<file path="src/design/stepper_homing_sequencer_macros.svh">
// ---------------------------------------------------------------------------
// Assertion macros for the stepper homing sequencer.
// Every check is clocked on clk and switched off while arst_n is low.
// ---------------------------------------------------------------------------
`ifndef STEPPER_HOMING_SEQUENCER_MACROS_SVH
`define STEPPER_HOMING_SEQUENCER_MACROS_SVH

// Same-cycle implication.
`define SHS_ASSERT_NOW(label, ante, cons, msg) \
	label: assert property (@(posedge clk) disable iff (!arst_n) (ante) |-> (cons)) \
		else $error(msg);

// Next-cycle implication.
`define SHS_ASSERT_NEXT(label, ante, cons, msg) \
	label: assert property (@(posedge clk) disable iff (!arst_n) (ante) |=> (cons)) \
		else $error(msg);

`endif

</file>
<file path="src/design/shs_pkg.sv">
// ---------------------------------------------------------------------------
// shs_pkg
// Types, codes and constants shared by the stepper homing sequencer.
// ---------------------------------------------------------------------------
`timescale 1ns / 1ps
`default_nettype none

package shs_pkg;

	// Width of position values.
	localparam int POS_WIDTH = 16;
	// Width of speed values.
	localparam int SPEED_WIDTH = 16;

	// Configuration bus geometry: one 32-bit register every four bytes.
	localparam int CFG_DATA_WIDTH = 32;
	localparam int CFG_ADDR_WIDTH = 5;
	localparam int CFG_IDX_WIDTH  = 3;

	typedef logic signed [POS_WIDTH-1:0] pos_t;
	typedef logic [SPEED_WIDTH-1:0]      speed_t;
	typedef logic [CFG_IDX_WIDTH-1:0]    cfg_idx_t;

	// Register indexes on the configuration port.
	localparam cfg_idx_t REG_HOMING_DIR    = 3'd0;
	localparam cfg_idx_t REG_HOMING_SPEED  = 3'd1;
	localparam cfg_idx_t REG_BACKUP_SPEED  = 3'd2;
	localparam cfg_idx_t REG_HOME_OFFSET   = 3'd3;
	localparam cfg_idx_t REG_HOME_POSITION = 3'd4;
	localparam cfg_idx_t REG_START_SPEED   = 3'd5;
	localparam cfg_idx_t REG_HAS_LIMIT     = 3'd6;

	// Item kinds.
	localparam logic ACT_CHECK = 1'b0;
	localparam logic ACT_HOME  = 1'b1;

	// Homing phases.
	typedef enum logic [1:0] {
		PH_CLEAR    = 2'd0,
		PH_APPROACH = 2'd1,
		PH_BACKOFF  = 2'd2,
		PH_OFFSET   = 2'd3
	} phase_t;

	// Command item.
	typedef struct packed {
		logic action;
		logic start_req;
		logic limit_switch;
		pos_t cur_pos;
	} cmd_t;

	// Result item.
	typedef struct packed {
		logic   target_dir;
		speed_t target_speed;
		logic   init_speed;
		logic   pos_load;
		pos_t   pos_value;
		logic   stop_motion;
		logic   homed;
		logic   busy_res;
		logic   homing_active;
		phase_t phase;
		pos_t   captured_pos;
	} res_t;

endpackage

`default_nettype wire

</file>
<file path="src/design/stepper_homing_sequencer.sv">
// ---------------------------------------------------------------------------
// stepper_homing_sequencer
// Limit switch homing sequencer for one stepper axis.
//
// A command item is either a home command or a check tick, and carries the
// switch level and the current position. Each accepted item yields exactly
// one result item with the motion targets, the one-shot controls (init
// speed, position load, hard stop) and the sequencer flags after that item.
// Both channels use valid and stall; an item moves on a rising edge with
// valid high and stall low. The result is registered and appears in the cycle
// after its command is accepted, and one item is taken every cycle while the
// result side keeps up. The result register is the only buffer: while a result
// is held by a stalled receiver, cmd_stall is raised, and it drops in the same
// cycle the held result is taken, so no cycle is lost. Reset clears the phase,
// flags, targets, captured position and all configuration registers to zero,
// and empties the result register. Configuration goes through the APB port; the
// user must only write it while the block is idle, which it does not enforce.
// ---------------------------------------------------------------------------
`timescale 1ns / 1ps
`default_nettype none
`include "stepper_homing_sequencer_macros.svh"

module stepper_homing_sequencer (
	input  wire logic                                 clk,
	input  wire logic                                 arst_n,
	// Command channel
	input  wire logic                                 cmd_valid,
	output logic                                      cmd_stall,
	input  wire shs_pkg::cmd_t                        cmd,
	// Result channel
	output logic                                      res_valid,
	input  wire logic                                 res_stall,
	output shs_pkg::res_t                             res,
	// Configuration port
	input  wire logic                                 psel,
	input  wire logic                                 penable,
	input  wire logic                                 pwrite,
	input  wire logic [shs_pkg::CFG_ADDR_WIDTH-1:0]   paddr,
	input  wire logic [shs_pkg::CFG_DATA_WIDTH-1:0]   pwdata,
	output logic      [shs_pkg::CFG_DATA_WIDTH-1:0]   prdata,
	output logic                                      pready
);

	// Configuration registers
	logic            homing_dir_q;
	shs_pkg::speed_t homing_speed_q;
	shs_pkg::speed_t backup_speed_q;
	shs_pkg::pos_t   home_offset_q;
	shs_pkg::pos_t   home_position_q;
	shs_pkg::speed_t start_speed_q;
	logic            has_limit_q;

	// Sequencer state
	shs_pkg::phase_t phase_q, phase_d;
	logic            homing_q, homing_d;
	logic            busy_q, busy_d;
	logic            homed_q, homed_d;
	logic            dir_q, dir_d;
	shs_pkg::speed_t speed_q, speed_d;
	shs_pkg::pos_t   capture_q, capture_d;

	// One-shot controls for the current item
	logic            init_c, load_c, stop_c;
	shs_pkg::pos_t   lval_c;

	// Result register
	logic            res_valid_q;
	shs_pkg::res_t   res_q;

	logic                      cmd_acc;
	logic                      cfg_wr;
	shs_pkg::cfg_idx_t         cfg_idx;
	logic                      is_home;
	logic                      real_run;
	logic                      offset_done;

	// Handshake: the result register frees up when it is empty or being taken.
	assign cmd_stall = res_valid_q & res_stall;
	assign cmd_acc   = cmd_valid & ~cmd_stall;
	assign res_valid = res_valid_q;
	assign res       = res_q;

	// Configuration decode.
	assign pready  = 1'b1;
	assign cfg_idx = paddr[shs_pkg::CFG_ADDR_WIDTH-1:2];
	assign cfg_wr  = psel & penable & pwrite & pready;

	always_ff @(posedge clk or negedge arst_n) begin
		if (!arst_n) begin
			homing_dir_q    <= 1'b0;
			homing_speed_q  <= '0;
			backup_speed_q  <= '0;
			home_offset_q   <= '0;
			home_position_q <= '0;
			start_speed_q   <= '0;
			has_limit_q     <= 1'b0;
		end else if (cfg_wr) begin
			unique case (cfg_idx)
				shs_pkg::REG_HOMING_DIR:    homing_dir_q    <= pwdata[0];
				shs_pkg::REG_HOMING_SPEED:  homing_speed_q  <= pwdata[shs_pkg::SPEED_WIDTH-1:0];
				shs_pkg::REG_BACKUP_SPEED:  backup_speed_q  <= pwdata[shs_pkg::SPEED_WIDTH-1:0];
				shs_pkg::REG_HOME_OFFSET:   home_offset_q   <= pwdata[shs_pkg::POS_WIDTH-1:0];
				shs_pkg::REG_HOME_POSITION: home_position_q <= pwdata[shs_pkg::POS_WIDTH-1:0];
				shs_pkg::REG_START_SPEED:   start_speed_q   <= pwdata[shs_pkg::SPEED_WIDTH-1:0];
				shs_pkg::REG_HAS_LIMIT:     has_limit_q     <= pwdata[0];
				default: ;
			endcase
		end
	end

	// Register readback.
	always_comb begin
		prdata = '0;
		unique case (cfg_idx)
			shs_pkg::REG_HOMING_DIR:    prdata[0] = homing_dir_q;
			shs_pkg::REG_HOMING_SPEED:  prdata[shs_pkg::SPEED_WIDTH-1:0] = homing_speed_q;
			shs_pkg::REG_BACKUP_SPEED:  prdata[shs_pkg::SPEED_WIDTH-1:0] = backup_speed_q;
			shs_pkg::REG_HOME_OFFSET:   prdata[shs_pkg::POS_WIDTH-1:0]   = home_offset_q;
			shs_pkg::REG_HOME_POSITION: prdata[shs_pkg::POS_WIDTH-1:0]   = home_position_q;
			shs_pkg::REG_START_SPEED:   prdata[shs_pkg::SPEED_WIDTH-1:0] = start_speed_q;
			shs_pkg::REG_HAS_LIMIT:     prdata[0] = has_limit_q;
			default:                    prdata = '0;
		endcase
	end

	// Item decode shared by the next-state and output logic.
	assign is_home  = (cmd.action == shs_pkg::ACT_HOME);
	assign real_run = cmd.start_req & has_limit_q;
	// Offset reached: moving toward lower positions when homing_dir is set.
	assign offset_done = homing_dir_q ? (cmd.cur_pos <= home_offset_q)
	                                  : (cmd.cur_pos >= home_offset_q);

	// Next state of the sequencer.
	always_comb begin
		phase_d   = phase_q;
		homing_d  = homing_q;
		busy_d    = busy_q;
		homed_d   = homed_q;
		dir_d     = dir_q;
		speed_d   = speed_q;
		capture_d = capture_q;
		if (is_home) begin
			if (real_run) begin
				// Start a run; clear the switch first if it is already pressed.
				homing_d = 1'b1;
				busy_d   = 1'b1;
				speed_d  = homing_speed_q;
				if (cmd.limit_switch) begin
					phase_d = shs_pkg::PH_CLEAR;
					dir_d   = ~homing_dir_q;
				end else begin
					phase_d = shs_pkg::PH_APPROACH;
					dir_d   = homing_dir_q;
				end
			end else begin
				// Fake home: stop in place and declare it home.
				homing_d = 1'b0;
				busy_d   = 1'b0;
				homed_d  = 1'b1;
			end
		end else if (homing_q) begin
			unique case (phase_q)
				shs_pkg::PH_CLEAR: begin
					if (!cmd.limit_switch) begin
						dir_d   = homing_dir_q;
						phase_d = shs_pkg::PH_APPROACH;
					end
				end
				shs_pkg::PH_APPROACH: begin
					if (cmd.limit_switch) begin
						homed_d = 1'b0;
						dir_d   = ~homing_dir_q;
						speed_d = backup_speed_q;
						phase_d = shs_pkg::PH_BACKOFF;
					end
				end
				shs_pkg::PH_BACKOFF: begin
					if (!cmd.limit_switch) begin
						capture_d = cmd.cur_pos;
						phase_d   = shs_pkg::PH_OFFSET;
					end
				end
				shs_pkg::PH_OFFSET: begin
					if (offset_done) begin
						homing_d = 1'b0;
						homed_d  = 1'b1;
						busy_d   = 1'b0;
					end
				end
				default: ;
			endcase
		end
	end

	// One-shot controls for the motion block.
	always_comb begin
		init_c = 1'b0;
		load_c = 1'b0;
		stop_c = 1'b0;
		lval_c = '0;
		if (is_home) begin
			init_c = ~busy_q;
			if (!real_run) begin
				stop_c = 1'b1;
				load_c = 1'b1;
				lval_c = home_position_q;
			end
		end else if (homing_q) begin
			unique case (phase_q)
				shs_pkg::PH_BACKOFF: begin
					// Switch released: zero the counter.
					load_c = ~cmd.limit_switch;
				end
				shs_pkg::PH_OFFSET: begin
					if (offset_done) begin
						load_c = 1'b1;
						lval_c = home_position_q;
						stop_c = 1'b1;
					end
				end
				default: ;
			endcase
		end
	end

	// State update on each accepted item.
	always_ff @(posedge clk or negedge arst_n) begin
		if (!arst_n) begin
			phase_q   <= shs_pkg::PH_CLEAR;
			homing_q  <= 1'b0;
			busy_q    <= 1'b0;
			homed_q   <= 1'b0;
			dir_q     <= 1'b0;
			speed_q   <= '0;
			capture_q <= '0;
		end else if (cmd_acc) begin
			phase_q   <= phase_d;
			homing_q  <= homing_d;
			busy_q    <= busy_d;
			homed_q   <= homed_d;
			dir_q     <= dir_d;
			speed_q   <= speed_d;
			capture_q <= capture_d;
		end
	end

	// Result valid flag.
	always_ff @(posedge clk or negedge arst_n) begin
		if (!arst_n) begin
			res_valid_q <= 1'b0;
		end else if (cmd_acc) begin
			res_valid_q <= 1'b1;
		end else if (!res_stall) begin
			res_valid_q <= 1'b0;
		end
	end

	// Result payload.
	always_ff @(posedge clk) begin
		if (cmd_acc) begin
			res_q.target_dir    <= dir_d;
			res_q.target_speed  <= speed_d;
			res_q.init_speed    <= init_c;
			res_q.pos_load      <= load_c;
			res_q.pos_value     <= lval_c;
			res_q.stop_motion   <= stop_c;
			res_q.homed         <= homed_d;
			res_q.busy_res      <= busy_d;
			res_q.homing_active <= homing_d;
			res_q.phase         <= phase_d;
			res_q.captured_pos  <= capture_d;
		end
	end

	// Checks on the sequencer.
	`SHS_ASSERT_NOW(a_busy_tracks_homing, 1'b1, busy_q == homing_q, "busy and homing flags disagree")
	`SHS_ASSERT_NEXT(a_accept_gives_result, cmd_acc, res_valid_q, "accepted item produced no result")
	`SHS_ASSERT_NOW(a_stop_ends_run, res_valid_q && res_q.stop_motion, !res_q.homing_active && !res_q.busy_res && res_q.homed && res_q.pos_load, "hard stop left a run active")
	`SHS_ASSERT_NOW(a_zero_load_enters_offset, res_valid_q && res_q.pos_load && !res_q.stop_motion, res_q.pos_value == '0 && res_q.phase == shs_pkg::PH_OFFSET, "counter zeroed outside the offset phase")

endmodule

`default_nettype wire

</file>
<file path="config.mk">
export PLATFORM = sky130hd
export DESIGN_NAME = stepper_homing_sequencer
export DESIGN_NICKNAME = d
export VERILOG_FILES = /design/src/design/shs_pkg.sv /design/src/design/stepper_homing_sequencer.sv
export VERILOG_INCLUDE_DIRS = /design/src /design/src/design
export SDC_FILE = /design/constraint.sdc
export NUM_CORES = 1
export LEC_CHECK = 0
export ABC_CLOCK_PERIOD_IN_PS = 6200
export CAP_MARGIN = 30
export CORE_ASPECT_RATIO = 1.1
export CORE_MARGIN = 2
export CORE_UTILIZATION = 35
export CTS_CLUSTER_DIAMETER = 120
export DETAILED_ROUTE_END_ITERATION = 16
export DONT_BUFFER_PORTS = 1
export GPL_TIMING_DRIVEN = 0
export SLEW_MARGIN = 0
export SYNTH_ARGS = -nofsm -noshare
export SYNTH_HDL_FRONTEND = slang
export SYNTH_SLANG_ARGS = --single-unit
</file>
<file path="constraint.sdc">
create_clock -name clk -period 6.2 [get_ports clk]
set_input_delay 0.62 -clock clk [delete_from_list [all_inputs] [get_ports clk]]
set_output_delay 0.62 -clock clk [all_outputs]
set_load 0.05 [all_outputs]
</file>
==> reports/qor.yml <==
cts:
  insertion_delay_ns: 0.45
  cts_root_buffer: "clkbuf_16"
  clkTransAtPathRegs_ns: 0.07
  cts_buffers: 17
  postCtsSetupRepairBufs: 0
  clock-sinks: 178
  cts_max_path_buffers: 2
  cts_tree: "done"
  h-tree-depth: 4
drt:
  drt_iter0_drc: 332
  via_per_inst: 5.29
  num_vias: 5822
  dr.pass1.iters: 7
  ant_nets: 0
  drc: 0
  routedWlPerCell_um: 20.5
  finalWirelength_mm: 22.5
worst_setup_path:
  path_class: "primary input to output pin"
  reg2reg_depth: 7
  reg2reg_slack_ns: 3.33
  worstPathArrival_ns: 2.30
  crit_path_start_kind: "primary input"
  timing.rr.start: "home_offset_q[15]"
  timing.rr.end: "res[29]"
  crit_required_ns: 5.58
  crit_fanout: 10
  cp-end-kind: "output pin"
sta:
  relSlewSlack_pct: 42.2
  period_minus_slack_ns: 2.92
  fin_crit_sh_pct: 47.0
  fin_ws_ns: 3.28
  skew_ns: 0.0203
  fmaxAchievable_mhz: 343
  fin_tns_setup_ns: 0
  rsz0062_at_grt: "no"
  final_hold_viol_count: 0
  slew_viol_final: 0
  finalSetupViolCount: 0
  tightest_slew_ns: 0.866
yosys:
  synthCells: 730
  netlist_area_mm2: 0.00846
  async_reset_ff_share_pct: 68.0
  synth_ff_type: "dfrtp_1"
  synthTopCellsByArea: "dfrtp_1 36%, edfxtp_1 20%, mux2_2 13%"
  synth_area_per_cell_um2: 11.6
  seq_area_frac_synth_pct: 56.0
  synth_edf_count: 57
  synth_top_area_cell: "dfrtp_1"
  synth.top_cell.area_share_pct: 35.8
  synth_cell_type_count: 47
  yosysWarnings: 0
  synth_seq_cells: 178
power_and_ir_drop:
  powerDensity_mw_per_mm2: 380
  p_sw_share_pct: 35.5
  internal-power_w: 0.00237
  ir_drop_uv: 178
  pwr-share-clk_pct: 29.0
  leakage_nw: 4.12
  seqPwrFrac_pct: 49.9
  switchingPower_w: 0.00131
  power_frac_comb_pct: 21.1
global_route:
  grt_pass1_vias: 5850
  track_usage_pct: 18.1
  grt.overflow.total: 0
  grt_pass1_wl_mm: 35.2
  grt_max_degree: 122
  antenna_found_initial: 0
die:
  die_x_um: 152
  rows: 59
  die_area_mm2: 0.0254
  pin_count: 155
  die_y_um: 167
  core_area_mm2: 0.0237
  start_util_pct: 35.7
final_layout:
  mostFrequentLayoutCells: "121 x dfrtp_1, 109 x nand2_1, 100 x mux2_2"
  layout_commonest_cell: "dfrtp_1"
  fillers: 2283
  antennaDiodeCount: 0
  area_delta_synth_final_pct: 14.3
  drive_gt1_share_pct: 23.6
  nets: 861
place:
  io_buffers: 0
  gp_congestion: 0.862
  pre_cts_slack_ns: 3.19
  hpwl_mm: 16.7
outcome:
  outcome: "finished, final reports clean"
run:
  maxCapViolations: 0
min_path:
  hold_class: "primary input to asynchronous set/reset pin"
-- cell usage after synthesis (2+ instances only) --
cell type	count
a211oi_1	17
mux2_2	100
nor2b_1	6
clkbuf_1	27
ha_1	16
buf_2	12
nor2_1	28
dfrtp_1	121
a21boi_0	17
nor3_2	2
mux2i_1	16
buf_1	2
and2_1	17
a21oi_1	45
inv_1	18
edfxtp_1	57
buf_4	17
nand3_1	6
nand2b_1	7
or3_1	2
nor3_1	2
a31oi_1	17
o21ai_0	23
and3_1	2
conb_1	2
a221oi_1	15
nor4_1	2
nand2_1	109
nand4_1	5
o211ai_1	3
-- flip-flops by register name (all words and copies together) (netlist names) --
signal and count:
res 57, home_position_q 16, has_limit_q 1, dir_q 1, backup_speed_q 16, home_offset_q 16, homing_q 1, homed_q 1
phase_q 2, res_valid 1, homing_dir_q 1, start_speed_q 16, homing_speed_q 16, speed_q 16, busy_q 1, capture_q 16
-- layout make-up --
type	instances	area, µm²	share of cell area (%)
clock inverters	15	161	1.67
repair buffers	18	179	1.85
well taps	305	382	3.95
flip-flops and latches	178	4740	49.0
multi-input cells	491	3410	35.3
inverters	18	67.6	0.699
clock buffers	17	425	4.40
plain buffers	58	300	3.11
-- cell families after synthesis --
| group | share of synthesized area, % |
|---|---|
| and+or+nand+nor | 10.6 |
| other | 0.0888 |
| buffers and inverters | 4.30 |
| adders and majority gates | 2.37 |
| AOI/OAI and AO/OA | 11.0 |
| DFF | 56.0 |
| muxes | 15.5 |
| xor gates and xnor gates | 0.104 |
-- worst max-delay path by stage --
stage | from | endpoint
2_1_floorplan | res_valid | res[0]
3_3_place_gp | res_valid | res[31]
3_5_place_dp | cmd[15] | res[29]
4_1_cts | res_valid | res[21]
5_1_grt | home_offset_q[15] | res[29]
6_report | paddr[4] | prdata[15]
-- metal layers --
layer | up-vias | routed length (µm) | global-route usage (%)
li1 | 2707 | - | -
met4 | 0 | 446 | 6.26
met2 | 180 | 11200 | 29.8
met5 | - | 0 | 0
met3 | 27 | 1320 | 4.79
met1 | 2908 | 9580 | 23.3
-- critical path, cell delays in order --
cell and delay (ns):
nor2b_1 0.42, clkbuf_1 0.44, a221oi_1 0.20, a21oi_1 0.34, buf_4 0.27
-- power by group through the flow --
stage | clock network (W) | registers (W) | logic [W]
2_1_floorplan | 0 | 0.00179 | 0.000598
3_3_place_gp | 0 | 0.00185 | 0.000723
3_5_place_dp | 0 | 0.00186 | 0.000761
4_1_cts | 0.00109 | 0.00183 | 0.000782
5_1_grt | 0.00114 | 0.00186 | 0.000866
6_report | 0.00107 | 0.00183 | 0.000775
-- through the flow --
step / hold WS [ns] / instances / cell area (µm²) / total power (W) / utilization, %
6_report: 0.123 / 1100 / 9670 / 0.00368 / 40.8
5_1_grt: 0.183 / 1100 / 9670 / 0.00387 / 40.8
4_1_cts: 0.176 / 1100 / 9670 / 0.00371 / 40.8
3_5_place_dp: 0.330 / 1067 / 9050 / 0.00262 / 38.2
3_3_place_gp: 0.331 / 1050 / 8900 / 0.00257 / 37.5
2_1_floorplan: 0.324 / 745 / 8510 / 0.00239 / -
-- timing repair --
action	CTS	global route
hold endpoints to repair	121	0
setup endpoints to repair	0	0
gates resized for setup	0	0
hold buffers	1	0
No activity file was read; power rests on OpenSTA's default activity.
